--- config.mk ---
export PLATFORM = sky130hd
export DESIGN_NAME = expression_byte_lexer_unit
export DESIGN_NICKNAME = d
export VERILOG_FILES = /design/src/sv/ebl_pkg.sv /design/src/sv/expression_byte_lexer_unit.sv /design/src/sv/ebl_front.sv /design/src/sv/ebl_back.sv
export SDC_FILE = /design/constraint.sdc
export NUM_CORES = 1
export LEC_CHECK = 0
export ABC_CLOCK_PERIOD_IN_PS = 4500
export BUFFER_PORTS_ARGS = -buffer_cell sky130_fd_sc_hd__buf_2
export CAP_MARGIN = 20
export CORE_ASPECT_RATIO = 0.6
export CORE_MARGIN = 5
export CORE_UTILIZATION = 40
export DETAILED_ROUTE_END_ITERATION = 8
export SYNTH_ARGS = -nofsm -noshare
export SYNTH_HDL_FRONTEND = slang
export SYNTH_SLANG_ARGS = --single-unit
--- constraint.sdc ---
create_clock -name i_clk -period 4.5 [get_ports i_clk]
set_clock_uncertainty 0.1 [all_clocks]
set_input_delay 0 -clock i_clk [delete_from_list [all_inputs] [get_ports i_clk]]
set_output_delay 0 -clock i_clk [all_outputs]
set_load 0.005 [all_outputs]
--- src/sv/ebl_pkg.sv ---
// ----------------------------------------------------------------------------
// ebl_pkg - shared types and codes of the expression byte lexer
// Token kinds, byte classes and the classified item that goes from the
// front part to the back part.
// ----------------------------------------------------------------------------
package ebl_pkg;

    // token kinds on the result channel
    localparam logic [3:0] K_NUM  = 4'd0;
    localparam logic [3:0] K_EOF  = 4'd1;
    localparam logic [3:0] K_AND  = 4'd2;
    localparam logic [3:0] K_OR   = 4'd3;
    localparam logic [3:0] K_EQ   = 4'd4;
    localparam logic [3:0] K_NEQ  = 4'd5;
    localparam logic [3:0] K_ADD  = 4'd6;
    localparam logic [3:0] K_SUB  = 4'd7;
    localparam logic [3:0] K_MUL  = 4'd8;
    localparam logic [3:0] K_DIV  = 4'd9;
    localparam logic [3:0] K_MOD  = 4'd10;
    localparam logic [3:0] K_SEMI = 4'd11;
    localparam logic [3:0] K_ERR  = 4'd12;

    // byte classes found by the front part
    localparam logic [2:0] CLS_TERM   = 3'd0;
    localparam logic [2:0] CLS_SPACE  = 3'd1;
    localparam logic [2:0] CLS_DIGIT  = 3'd2;
    localparam logic [2:0] CLS_PEND   = 3'd3;
    localparam logic [2:0] CLS_SINGLE = 3'd4;
    localparam logic [2:0] CLS_OTHER  = 3'd5;

    // first byte codes of the two-byte operators
    localparam logic [1:0] PF_AMP  = 2'd0;
    localparam logic [1:0] PF_BAR  = 2'd1;
    localparam logic [1:0] PF_EQ   = 2'd2;
    localparam logic [1:0] PF_BANG = 2'd3;

    // classified item: aux is digit value, first byte code or token kind
    typedef struct packed {
        logic [2:0] cls;
        logic [3:0] aux;
    } t_class_item;

    // head of the queue between front and back
    typedef struct packed {
        logic        valid;
        t_class_item item;
    } t_queue_head;

endpackage

--- src/sv/expression_byte_lexer_unit.sv ---
// ----------------------------------------------------------------------------
// expression_byte_lexer_unit - byte stream lexer for integer expressions
// The first token of a byte passes the input queue, then the output queue.
// Throughput: one byte per cycle while neither queue is full, set by the
// single-step lexer state update; a byte that closes a number and makes a
// second token puts both tokens in the output queue. Reset is synchronous
// and empties both queues and the lexer state.
// ----------------------------------------------------------------------------
module expression_byte_lexer_unit #(
    parameter int NUMBER_BITS = 31
) (
    input  logic                   i_clk,
    input  logic                   i_rst_n,
    input  logic                   i_in_valid,
    output logic                   o_in_stall,
    input  logic [7:0]             i_in_byte,
    output logic                   o_out_valid,
    input  logic                   i_out_stall,
    output logic [3:0]             o_token_kind,
    output logic [NUMBER_BITS-1:0] o_number_value,
    output logic                   o_number_saturated,
    output logic                   o_last_of_item
);
    import ebl_pkg::*;

    t_queue_head w_head;
    logic        w_pop;

    // intake and classification
    ebl_front u_front (
        .i_clk      (i_clk),
        .i_rst_n    (i_rst_n),
        .i_in_valid (i_in_valid),
        .o_in_stall (o_in_stall),
        .i_in_byte  (i_in_byte),
        .o_head     (w_head),
        .i_pop      (w_pop)
    );

    // lexer state and token output
    ebl_back #(
        .NUMBER_BITS (NUMBER_BITS)
    ) u_back (
        .i_clk              (i_clk),
        .i_rst_n            (i_rst_n),
        .i_head             (w_head),
        .o_pop              (w_pop),
        .o_out_valid        (o_out_valid),
        .i_out_stall        (i_out_stall),
        .o_token_kind       (o_token_kind),
        .o_number_value     (o_number_value),
        .o_number_saturated (o_number_saturated),
        .o_last_of_item     (o_last_of_item)
    );

endmodule

--- src/sv/ebl_front.sv ---
// ----------------------------------------------------------------------------
// ebl_front - byte intake and classification
// Accepts one byte per cycle while the queue is not full, sorts it into a class and places the result
// in a two-entry queue that the back part drains.
// ----------------------------------------------------------------------------
module ebl_front (
    input  logic                i_clk,
    input  logic                i_rst_n,
    input  logic                i_in_valid,
    output logic                o_in_stall,
    input  logic [7:0]          i_in_byte,
    output ebl_pkg::t_queue_head o_head,
    input  logic                i_pop
);
    import ebl_pkg::*;

    t_class_item r_q [0:1];
    logic        r_wr, n_wr;
    logic        r_rd, n_rd;
    logic [1:0]  r_cnt, n_cnt;
    t_class_item w_cls;
    logic        w_push;
    logic        w_pop;

    // classify the incoming byte
    always_comb begin
        w_cls.cls = CLS_OTHER;
        w_cls.aux = 4'd0;
        if (i_in_byte == 8'd0 || i_in_byte == 8'd255) begin
            w_cls.cls = CLS_TERM;
        end else if (i_in_byte inside {8'd32, [8'd9:8'd13]}) begin
            w_cls.cls = CLS_SPACE;
        end else if (i_in_byte inside {[8'h30:8'h39]}) begin
            w_cls.cls = CLS_DIGIT;
            w_cls.aux = i_in_byte[3:0];
        end else begin
            case (i_in_byte)
                8'h26: begin w_cls.cls = CLS_PEND;   w_cls.aux = {2'b00, PF_AMP};  end
                8'h7c: begin w_cls.cls = CLS_PEND;   w_cls.aux = {2'b00, PF_BAR};  end
                8'h3d: begin w_cls.cls = CLS_PEND;   w_cls.aux = {2'b00, PF_EQ};   end
                8'h21: begin w_cls.cls = CLS_PEND;   w_cls.aux = {2'b00, PF_BANG}; end
                8'h2b: begin w_cls.cls = CLS_SINGLE; w_cls.aux = K_ADD;  end
                8'h2d: begin w_cls.cls = CLS_SINGLE; w_cls.aux = K_SUB;  end
                8'h2a: begin w_cls.cls = CLS_SINGLE; w_cls.aux = K_MUL;  end
                8'h2f: begin w_cls.cls = CLS_SINGLE; w_cls.aux = K_DIV;  end
                8'h25: begin w_cls.cls = CLS_SINGLE; w_cls.aux = K_MOD;  end
                8'h3b: begin w_cls.cls = CLS_SINGLE; w_cls.aux = K_SEMI; end
                default: begin
                    w_cls.cls = CLS_OTHER;
                    w_cls.aux = 4'd0;
                end
            endcase
        end
    end

    // queue control
    assign o_in_stall   = (r_cnt == 2'd2);
    assign w_push       = i_in_valid && !o_in_stall;
    assign w_pop        = i_pop && (r_cnt != 2'd0);
    assign o_head.valid = (r_cnt != 2'd0);
    assign o_head.item  = r_q[r_rd];

    always_comb begin
        n_wr  = w_push ? ~r_wr : r_wr;
        n_rd  = w_pop ? ~r_rd : r_rd;
        n_cnt = r_cnt + {1'b0, w_push} - {1'b0, w_pop};
    end

    always_ff @(posedge i_clk) begin
        if (!i_rst_n) begin
            r_wr  <= 1'b0;
            r_rd  <= 1'b0;
            r_cnt <= 2'd0;
        end else begin
            r_wr  <= n_wr;
            r_rd  <= n_rd;
            r_cnt <= n_cnt;
        end
    end

    // queue storage
    always_ff @(posedge i_clk) begin
        if (w_push) begin
            r_q[r_wr] <= w_cls;
        end
    end

endmodule

--- src/sv/ebl_back.sv ---
// ----------------------------------------------------------------------------
// ebl_back - lexer state and token output
// Takes classified items from the queue, runs the lexer state (number
// build, pending operator, error drop) and puts up to two tokens per item
// into a two-entry output queue.
// ----------------------------------------------------------------------------
module ebl_back #(
    parameter int NUMBER_BITS = 31
) (
    input  logic                   i_clk,
    input  logic                   i_rst_n,
    input  ebl_pkg::t_queue_head   i_head,
    output logic                   o_pop,
    output logic                   o_out_valid,
    input  logic                   i_out_stall,
    output logic [3:0]             o_token_kind,
    output logic [NUMBER_BITS-1:0] o_number_value,
    output logic                   o_number_saturated,
    output logic                   o_last_of_item
);
    import ebl_pkg::*;

    localparam int NW = NUMBER_BITS;

    // lexer modes
    localparam logic [1:0] MODE_IDLE = 2'd0;
    localparam logic [1:0] MODE_NUM  = 2'd1;
    localparam logic [1:0] MODE_PEND = 2'd2;
    localparam logic [1:0] MODE_DROP = 2'd3;

    logic [1:0]    r_mode, n_mode;
    logic [1:0]    r_pf, n_pf;
    logic [NW-1:0] r_acc, n_acc;
    logic          r_asat, n_asat;

    // output queue
    logic [3:0]    r_kind [0:1];
    logic [NW-1:0] r_val  [0:1];
    logic          r_sat  [0:1];
    logic          r_last [0:1];
    logic          r_wr, r_rd;
    logic [1:0]    r_cnt;

    t_class_item   w_it;
    logic          w_term;
    logic          w_digit;
    logic          w_match;
    logic [3:0]    w_pair_kind;
    logic [NW-1:0] w_digit_ext;
    logic [NW+3:0] w_wide;
    logic [NW+3:0] w_max;

    // idle handling of the head item
    logic          id_tok;
    logic [3:0]    id_kind;
    logic [1:0]    id_mode;

    // tokens made by the head item
    logic [1:0]    w_n;
    logic [3:0]    w_kind0;
    logic [NW-1:0] w_val0;
    logic          w_sat0;
    logic [3:0]    w_kind1;

    logic          w_out_fire;
    logic [2:0]    w_cnt_after;

    assign w_it        = i_head.item;
    assign w_term      = (w_it.cls == CLS_TERM);
    assign w_digit     = (w_it.cls == CLS_DIGIT);
    assign w_digit_ext = {{(NW-4){1'b0}}, w_it.aux};

    // second byte check of a pending operator, '!' pairs with '='
    assign w_match = (w_it.cls == CLS_PEND) &&
                     (w_it.aux[1:0] == ((r_pf == PF_BANG) ? PF_EQ : r_pf));

    always_comb begin
        case (r_pf)
            PF_AMP:  w_pair_kind = K_AND;
            PF_BAR:  w_pair_kind = K_OR;
            PF_EQ:   w_pair_kind = K_EQ;
            default: w_pair_kind = K_NEQ;
        endcase
    end

    // times ten plus digit, checked against the maximum
    assign w_wide = ({4'b0000, r_acc} << 3) + ({4'b0000, r_acc} << 1)
                  + {4'b0000, w_digit_ext};
    assign w_max  = {4'b0000, {NW{1'b1}}};

    // what an idle lexer does with the head item
    always_comb begin
        id_tok  = 1'b0;
        id_kind = K_ERR;
        id_mode = MODE_IDLE;
        case (w_it.cls)
            CLS_TERM: begin
                id_tok  = 1'b1;
                id_kind = K_EOF;
            end
            CLS_SPACE: begin
                id_tok = 1'b0;
            end
            CLS_DIGIT: begin
                id_mode = MODE_NUM;
            end
            CLS_PEND: begin
                id_mode = MODE_PEND;
            end
            CLS_SINGLE: begin
                id_tok  = 1'b1;
                id_kind = w_it.aux;
            end
            default: begin
                id_tok  = 1'b1;
                id_kind = K_ERR;
                id_mode = MODE_DROP;
            end
        endcase
    end

    // lexer step
    always_comb begin
        n_mode  = r_mode;
        n_pf    = r_pf;
        n_acc   = r_acc;
        n_asat  = r_asat;
        w_n     = 2'd0;
        w_kind0 = K_NUM;
        w_val0  = '0;
        w_sat0  = 1'b0;
        w_kind1 = K_NUM;
        case (r_mode)
            MODE_DROP: begin
                if (w_term) begin
                    n_mode = MODE_IDLE;
                end
            end
            MODE_PEND: begin
                w_n = 2'd1;
                if (w_match) begin
                    w_kind0 = w_pair_kind;
                    n_mode  = MODE_IDLE;
                end else begin
                    w_kind0 = K_ERR;
                    n_mode  = w_term ? MODE_IDLE : MODE_DROP;
                end
            end
            MODE_NUM: begin
                if (w_digit) begin
                    if (w_wide > w_max) begin
                        n_acc  = '1;
                        n_asat = 1'b1;
                    end else begin
                        n_acc = w_wide[NW-1:0];
                    end
                end else begin
                    w_n     = id_tok ? 2'd2 : 2'd1;
                    w_kind0 = K_NUM;
                    w_val0  = r_acc;
                    w_sat0  = r_asat;
                    w_kind1 = id_kind;
                    n_mode  = id_mode;
                    n_acc   = '0;
                    n_asat  = 1'b0;
                    if (w_it.cls == CLS_PEND) begin
                        n_pf = w_it.aux[1:0];
                    end
                end
            end
            default: begin
                w_n     = {1'b0, id_tok};
                w_kind0 = id_kind;
                n_mode  = id_mode;
                if (w_digit) begin
                    n_acc  = w_digit_ext;
                    n_asat = 1'b0;
                end
                if (w_it.cls == CLS_PEND) begin
                    n_pf = w_it.aux[1:0];
                end
            end
        endcase
    end

    // take the head item when its tokens fit in the output queue
    assign o_out_valid = (r_cnt != 2'd0);
    assign w_out_fire  = o_out_valid && !i_out_stall;
    assign w_cnt_after = {1'b0, r_cnt} - {2'b00, w_out_fire};
    assign o_pop       = i_head.valid && ((w_cnt_after + {1'b0, w_n}) <= 3'd2);

    assign o_token_kind       = r_kind[r_rd];
    assign o_number_value     = r_val[r_rd];
    assign o_number_saturated = r_sat[r_rd];
    assign o_last_of_item     = r_last[r_rd];

    // lexer state registers
    always_ff @(posedge i_clk) begin
        if (!i_rst_n) begin
            r_mode <= MODE_IDLE;
            r_pf   <= PF_AMP;
            r_acc  <= '0;
            r_asat <= 1'b0;
        end else if (o_pop) begin
            r_mode <= n_mode;
            r_pf   <= n_pf;
            r_acc  <= n_acc;
            r_asat <= n_asat;
        end
    end

    // output queue pointers
    always_ff @(posedge i_clk) begin
        if (!i_rst_n) begin
            r_wr  <= 1'b0;
            r_rd  <= 1'b0;
            r_cnt <= 2'd0;
        end else begin
            if (w_out_fire) begin
                r_rd <= ~r_rd;
            end
            if (o_pop) begin
                r_wr  <= r_wr ^ w_n[0];
                r_cnt <= w_cnt_after[1:0] + w_n;
            end else begin
                r_cnt <= w_cnt_after[1:0];
            end
        end
    end

    // output queue storage
    always_ff @(posedge i_clk) begin
        if (o_pop && w_n != 2'd0) begin
            r_kind[r_wr] <= w_kind0;
            r_val[r_wr]  <= w_val0;
            r_sat[r_wr]  <= w_sat0;
            r_last[r_wr] <= (w_n == 2'd1);
        end
        if (o_pop && w_n == 2'd2) begin
            r_kind[~r_wr] <= w_kind1;
            r_val[~r_wr]  <= '0;
            r_sat[~r_wr]  <= 1'b0;
            r_last[~r_wr] <= 1'b1;
        end
    end

endmodule

==> impl_metrics.json, run 1 <==
{
  "status": "complete, no violations",
  "hold_viol": 0,
  "r2r_cells": 12,
  "cp_num_buf_inv": 0,
  "path_class": "reg2reg",
  "crit_slowest_cell": "o221ai_2",
  "cts_buffers": 17,
  "yosysWarningCount": 0,
  "r2r-end": "u_back.r_acc[9]",
  "r2r_slack_ns": 0.30,
  "portBuffers": 50,
  "grt-ovfl-total": 0,
  "ys_seq_area_share_pct": 35.5,
  "grt.total_usage_pct": 18.5,
  "p_int_mw": 2.65,
  "dp_worst_setup_slack_ns": 0.223,
  "worst_slack_ns": 0.295,
  "grt_pass1_wl_mm": 35.4,
  "netSwitchingFraction_pct": 33.9,
  "start_util_pct": 40.8,
  "synth_enable_flop_cells": 22,
  "seqPwrFrac_pct": 35.9,
  "tritoncts": "done",
  "yosysUniqueCellTypes": 67,
  "io_pins": 51,
  "die_y_um": 121,
  "dr.pass1.iters": 5,
  "cts_root_buffer": "clkbuf_16",
  "comb_power_share_pct": 28.7,
  "synth_area_leader_cell": "dfxtp_1",
  "vias": 7063,
  "final_nets": 1106,
  "startpoint_type": "register",
  "viasPerCell": 5.39,
  "fillers": 1932,
  "synth_simple_gate_area_share_pct": 20.2,
  "cp-end-kind": "register",
  "drv_cap": 0,
  "holdPathEnd": "u_front.r_q[0][2]",
  "netlist_top_cells_area": "dfxtp_1, ha_1, edfxtp_1",
  "p_sw_mw": 1.35,
  "synth.net_count": 1063,
  "placementRows": 40,
  "cp_max_fo": 11,
  "synthMuxAreaShare_pct": 6.27,
  "critPathArrivalTime_ns": 4.47,
  "wl_per_cell_um": 16.6,
  "fin_setup_tns_ns": 0,
  "min-delay-start": "i_in_byte[1]",
  "drive_above_1_share_pct": 15.5,
  "slew_violations": 0,
  "worst_slew_pin_slew_ns": 1.07,
  "synth_xor_xnor_area_share_pct": 3.75,
  "cp_data_required_time_ns": 4.77,
  "p_per_area_nw_per_um2": 423,
  "ys.flop_type": "dfxtp_1",
  "die_x_um": 195,
  "htreeDepth": 4,
  "ys_ff_latch": 134,
  "die_area_sq_um": 23500,
  "fin_crit_sh_pct": 93.4,
  "netlist_instances": 982,
  "relSlewSlack_pct": 28.4,
  "peakVddDrop_mv": 0.418,
  "first_iter_violations": 579,
  "ant_nets": 0,
  "path_clk_slew_ns": 0.06,
  "synth_area_per_cell_sq_um": 8.33,
  "leakage_nw": 4.06,
  "drt-total-wl_mm": 21.7,
  "clkPwrFrac_pct": 35.5,
  "fmax_ghz": 0.238,
  "grt_max_degree": 65,
  "hold_path_class": "in2reg",
  "synth_top_area_share_pct": 27.4,
  "grt_pass1_vias": 6521,
  "clk_path_buf_depth": 2,
  "synthAdderAreaFrac_pct": 10.9,
  "syn_area_sq_um": 8180,
  "holdPathStages": 3,
  "antenna_found_initial": 0,
  "worstSkewPairLatency_ns": 0.43,
  "synth-compound-area-share_pct": 19.2,
  "gp_congestion": 0.884,
  "path_common_cell": "fa_1",
  "clock-sinks": 134,
  "cts_setup_buffers": 0,
  "period_needed_ns": 4.20,
  "dp_hpwl_mm": 15.3,
  "cpLargestDelayFamily": "compound AO/OA/AOI/OAI gates",
  "slowest_delay_ns": 0.59,
  "drc": 0,
  "cp.depth": 12,
  "finalSetupViolations": 0,
  "synthArstFlopShare_pct": 0,
  "synth_top_family_by_area": "simple AND/OR/NAND/NOR gates",
  "power_mw": 4.00,
  "rsz0062_at_grt": "false",
  "diodes": 0,
  "area_growth_pct": 15.5,
  "path_cells": "mux2i_1 > fa_1 > fa_1 > nor2b_1 > o21bai_1 > a31oi_4 > a221oi_4 > o31ai_2 > a21oi_1 > o221ai_2 > o21ai_0 > nand2_1",
  "core_area_sq_um": 20100
}
cell families after synthesis:
logic type / Yosys count
and+or+nand+nor: 363
AOI/OAI and AO/OA: 252
DFF: 134
buffers and inverters: 82
adders and majority gates: 70
muxes: 46
xor gates and xnor gates: 35
tightest hold or removal path, cell delays in order:
cell and delay [ns]:
buf_2 0.18, nand2b_1 0.12, o31ai_1 0.08
placed cells by master, fill, tap and decap left out, types with 8 or more instances in the layout:
master,count
dfxtp_1,111
buf_4,16
nand2b_1,8
xnor2_1,23
ha_1,66
a21o_1,10
xor2_1,12
nor2b_1,8
nor3_1,17
buf_2,50
o211ai_1,9
o21ai_0,52
a21oi_1,114
nand3_1,76
nor2_1,46
edfxtp_1,22
and2_1,14
inv_1,27
mux2_2,39
clkbuf_16,18
nand2_1,166
a31oi_1,8
worst max-delay path by stage:
| stage | startpoint | endpoint | slack, ns |
|---|---|---|---|
| after floorplan | register | u_front.r_cnt[1] | 0.71 |
| after global placement | register | u_back.r_acc[0] | 0.37 |
| after detailed placement | register | u_back.r_acc[0] | 0.22 |
| after CTS | register | u_back.r_acc[0] | 0.20 |
| after global routing | register | u_back.r_kind[0][0] | 0.01 |
| final | register | u_back.r_acc[9] | 0.30 |
timing repair:
item	4_1_cts	5_1_grt
endpoints found under the hold margin	28	0
resized for setup	0	1
setup endpoints to repair	0	3
hold buffers	7	0
per-layer routing:
metal	vias to the layer above	GRT usage, %	part of all wire [%]
li1	3586	-	-
met1	3280	30.2	57
met2	181	23.7	37
met3	16	4.26	5.9
met4	0	4.43	0.94
met5	-	0	0
through the flow:
step | std cells | hold slack [ns] | instance area (sq um) | util (%)
6_report | 1311 | 0.0305 | 9450 | 47.1
5_1_grt | 1311 | 0.0544 | 9450 | 47.1
4_1_cts | 1310 | 0.00211 | 9440 | 47.0
3_5_place_dp | 1271 | 0.343 | 8770 | 43.7
3_3_place_gp | 1271 | 0.339 | 8770 | 43.7
2_1_floorplan | 982 | 0.0292 | 8180 | -
cells in the mapped netlist, drive strengths merged (18+ instances only):
| library cell | instances |
|---|---|
| clkbuf | 37 |
| o21ai | 52 |
| nand2 | 166 |
| inv | 27 |
| ha | 66 |
| a21oi | 116 |
| nor2 | 49 |
| mux2 | 39 |
| buf | 18 |
| dfxtp | 112 |
| xnor2 | 23 |
| edfxtp | 22 |
| nand3 | 76 |
registers in the layout, indices dropped and copies added, names as in the netlist, 8 cells and up, named ones only:
signal,count
u_back.r_acc,31
u_back.r_val,62
u_back.r_kind,8
u_front.r_q,14
power by group through the flow:
stage | clock [mW] | sequential, mW | combinational (mW)
2_1_floorplan | 0 | 1.38 | 0.839
3_3_place_gp | 0 | 1.46 | 1.12
3_5_place_dp | 0 | 1.46 | 1.12
4_1_cts | 1.45 | 1.44 | 1.14
5_1_grt | 1.50 | 1.45 | 1.28
6_report | 1.42 | 1.44 | 1.15
final cells by class:
| cell class | instances | area, sq um | share of cell area (%) |
|---|---|---|---|
| Tap cell | 273 | 342 | 3.61 |
| Inverter | 27 | 101 | 1.07 |
| Clock buffer | 25 | 507 | 5.36 |
| Clock inverter | 7 | 93.8 | 0.993 |
| Timing Repair Buffer | 78 | 541 | 5.72 |
| Multi-Input combinational cell | 767 | 4970 | 52.5 |
| Sequential cell | 134 | 2900 | 30.7 |
(Power assumes the default switching activity.)
==> inputs of run 2 (changes only) <==
--- a/config.mk
+++ b/config.mk
@@ -5,12 +5,13 @@
 export SDC_FILE = /design/constraint.sdc
 export NUM_CORES = 1
 export LEC_CHECK = 0
-export ABC_CLOCK_PERIOD_IN_PS = 4500
+export ABC_CLOCK_PERIOD_IN_PS = 5200
 export BUFFER_PORTS_ARGS = -buffer_cell sky130_fd_sc_hd__buf_2
 export CAP_MARGIN = 20
 export CORE_ASPECT_RATIO = 0.6
 export CORE_MARGIN = 5
 export CORE_UTILIZATION = 40
+export CTS_CLUSTER_SIZE = 24
 export DETAILED_ROUTE_END_ITERATION = 8
 export SYNTH_ARGS = -nofsm -noshare
 export SYNTH_HDL_FRONTEND = slang
==> constraint.sdc (replaced) <==
create_clock -name i_clk -period 5.2 [get_ports i_clk]
set_clock_uncertainty 0.1 [all_clocks]
set_input_delay 0 -clock i_clk [delete_from_list [all_inputs] [get_ports i_clk]]
set_output_delay 0 -clock i_clk [all_outputs]
set_load 0.005 [all_outputs]
==> run 2 against run 1 <==
  * Clock power shrank 15%
  * Largest cell class unchanged
  * Non-clock buffer count shrank 11
  * Setup slack gained 0.29 ns
  * Largest power group unchanged
  * Critical endpoint is now u_back.r_acc[22]
  * Maximum frequency shrank 9.0%
  * Critical path type unchanged
  * Wire length grew 1.9%
==> impl_metrics.json, run 2 (synthesized netlist as in run 1, its figures left out) <==
{
  "status": "complete, no violations",
  "start_util_pct": 40.8,
  "dp_hpwl_mm": 15.5,
  "worstSkewPairLatency_ns": 0.44,
  "grt-ovfl-total": 0,
  "path_clk_slew_ns": 0.06,
  "most-common-layout-cells": "nand2_1, a21oi_1, dfxtp_1, nand3_1, ha_1",
  "peakVddDrop_mv": 0.313,
  "clk_path_buf_depth": 2,
  "drc": 0,
  "cp_data_required_time_ns": 5.47,
  "instances_no_fill": 1299,
  "largest_reg_flops": 62,
  "dr.pass1.iters": 7,
  "rsz0062_at_grt": "false",
  "grt_pass1_wl_mm": 35.2,
  "hold_path_class": "in2reg",
  "leakage_nw": 3.97,
  "slew_violations": 0,
  "diodes": 0,
  "core_area_sq_um": 20100,
  "cts_buffers": 17,
  "die_x_um": 195,
  "fmax_ghz": 0.217,
  "grt_max_degree": 41,
  "power_mw": 3.36,
  "gp_congestion": 0.883,
  "critPathArrivalTime_ns": 4.89,
  "wl_per_cell_um": 17.0,
  "layout_commonest_cell": "nand2_1",
  "ant_nets": 0,
  "cp-end-kind": "register",
  "drv_cap": 0,
  "placementRows": 40,
  "relSlewSlack_pct": 29.7,
  "seq_area_sq_um": 2900,
  "dp_cells": 1260,
  "io_pins": 51,
  "tritoncts": "done",
  "area_growth_pct": 13.5,
  "crit_slowest_cell": "and2_1",
  "path_cells": "mux2i_1 > nand2b_1 > o21ai_0 > o31ai_2 > inv_1 > ha_1 > inv_1 > fa_1 > nor2b_1 > a211o_1 > nor4_2 > buf_4 > and2_1 > and2_1 > a221o_1",
  "die_y_um": 121,
  "cts_resized": 0,
  "period_needed_ns": 4.62,
  "drive_above_1_share_pct": 14.8,
  "startpoint_type": "register",
  "final_util_pct": 46.3,
  "portBuffers": 50,
  "clock-sinks": 134,
  "fin_setup_tns_ns": 0,
  "antenna_found_initial": 0,
  "finalSetupViolations": 0,
  "place_area_sq_um": 8630,
  "fin_crit_sh_pct": 88.8,
  "final_area_sq_um": 9290,
  "met2WireLength_mm": 8.07,
  "cp_num_buf_inv": 3,
  "wl_met3_mm": 1.84,
  "top_register": "u_back.r_val",
  "p_per_area_nw_per_um2": 362,
  "vias": 7150,
  "path_class": "reg2reg",
  "die_area_sq_um": 23500,
  "fillers": 1939,
  "cp_max_fo": 21,
  "htreeDepth": 4,
  "slowest_delay_ns": 0.60,
  "grt.total_usage_pct": 18.7,
  "first_iter_violations": 558,
  "cts_root_buffer": "clkbuf_16",
  "viasPerCell": 5.50,
  "grt_pass1_vias": 6295,
  "wl_met1_mm": 12.0,
  "final_nets": 1094,
  "worst_slew_pin_slew_ns": 1.05,
  "top_layer_used": "met4",
  "hold_viol": 0,
  "cpLargestDelayFamily": "simple AND/OR/NAND/NOR gates",
  "multi_input_area_sq_um": 4950,
  "drt-total-wl_mm": 22.1,
  "top_regs": "u_back.r_val x62, u_back.r_acc x31, u_front.r_q x14"
}
[run 2: cell types whose count changed in the layout (fill, tap and decap cells not counted), sizes merged]
| cell | before | now |
|---|---|---|
| clkbuf | 25 | 18 |
| clkinvlp | 2 | 4 |
| buf | 71 | 60 |
| inv | 27 | 33 |
| o221ai | 2 | 1 |
| bufinv | 2 | 1 |
[run 2: final cells by class]
type                            count  area share [%]
Tap cell                          273            3.68
Timing Repair Buffer               67            4.39
Inverter                           27            1.09
Sequential cell                   134            31.3
Multi-Input combinational cell    766            53.3
Clock inverter                     14            1.54
Clock buffer                       18            4.73
[run 2: worst paths after layout]
kind | startpoint | endpoint | slack (ns) | cells after the start
max | register | u_back.r_acc[22] | 0.58 | 15
min | i_in_byte[1] | u_front.r_q[1][2] | 0.02 | 3
max reg2reg | register | u_back.r_acc[22] | 0.58 | 15
min reg2reg | u_back.r_val[1][23] | u_back.r_val[1][23] | 0.35 | 2
[run 2: worst register-to-register path: cells and delay by family (launching register included)]
kind	cells	cell delay [ns]
mux	1	0.51
buf+inv	3	0.33
simple gates	5	1.44
flops	1	0.57
compound gates	4	0.97
fa+ha+maj	2	0.64
[run 2: power breakdown]
part	switching, mW	internal, mW	leakage, nW
combinational	0.601	0.320	2.59
sequential	0.0962	1.15	1.10
clock	0.513	0.682	0.274
[run 2: per-stage QoR]
stage          worst slack, ns  hold WS (ns)
4_1_cts                  0.595       0.00166
5_1_grt                 0.0870        0.0631
3_5_place_dp             0.645         0.337
3_3_place_gp             0.786         0.341
6_report                 0.581        0.0170
2_1_floorplan             1.41        0.0292
[run 2: layer usage]
metal  GRT usage (%)  up-vias
li1                -     3573
met1            31.1     3312
met2            23.1      253
met3            4.26       12
met4            4.61        0
met5               0        -
[run 2: what timing repair did]
action	in CTS	in global routing
endpoints found under the setup margin	0	0
endpoints found under the hold margin	33	0
buffers inserted	0	0
hold buffers	7	0
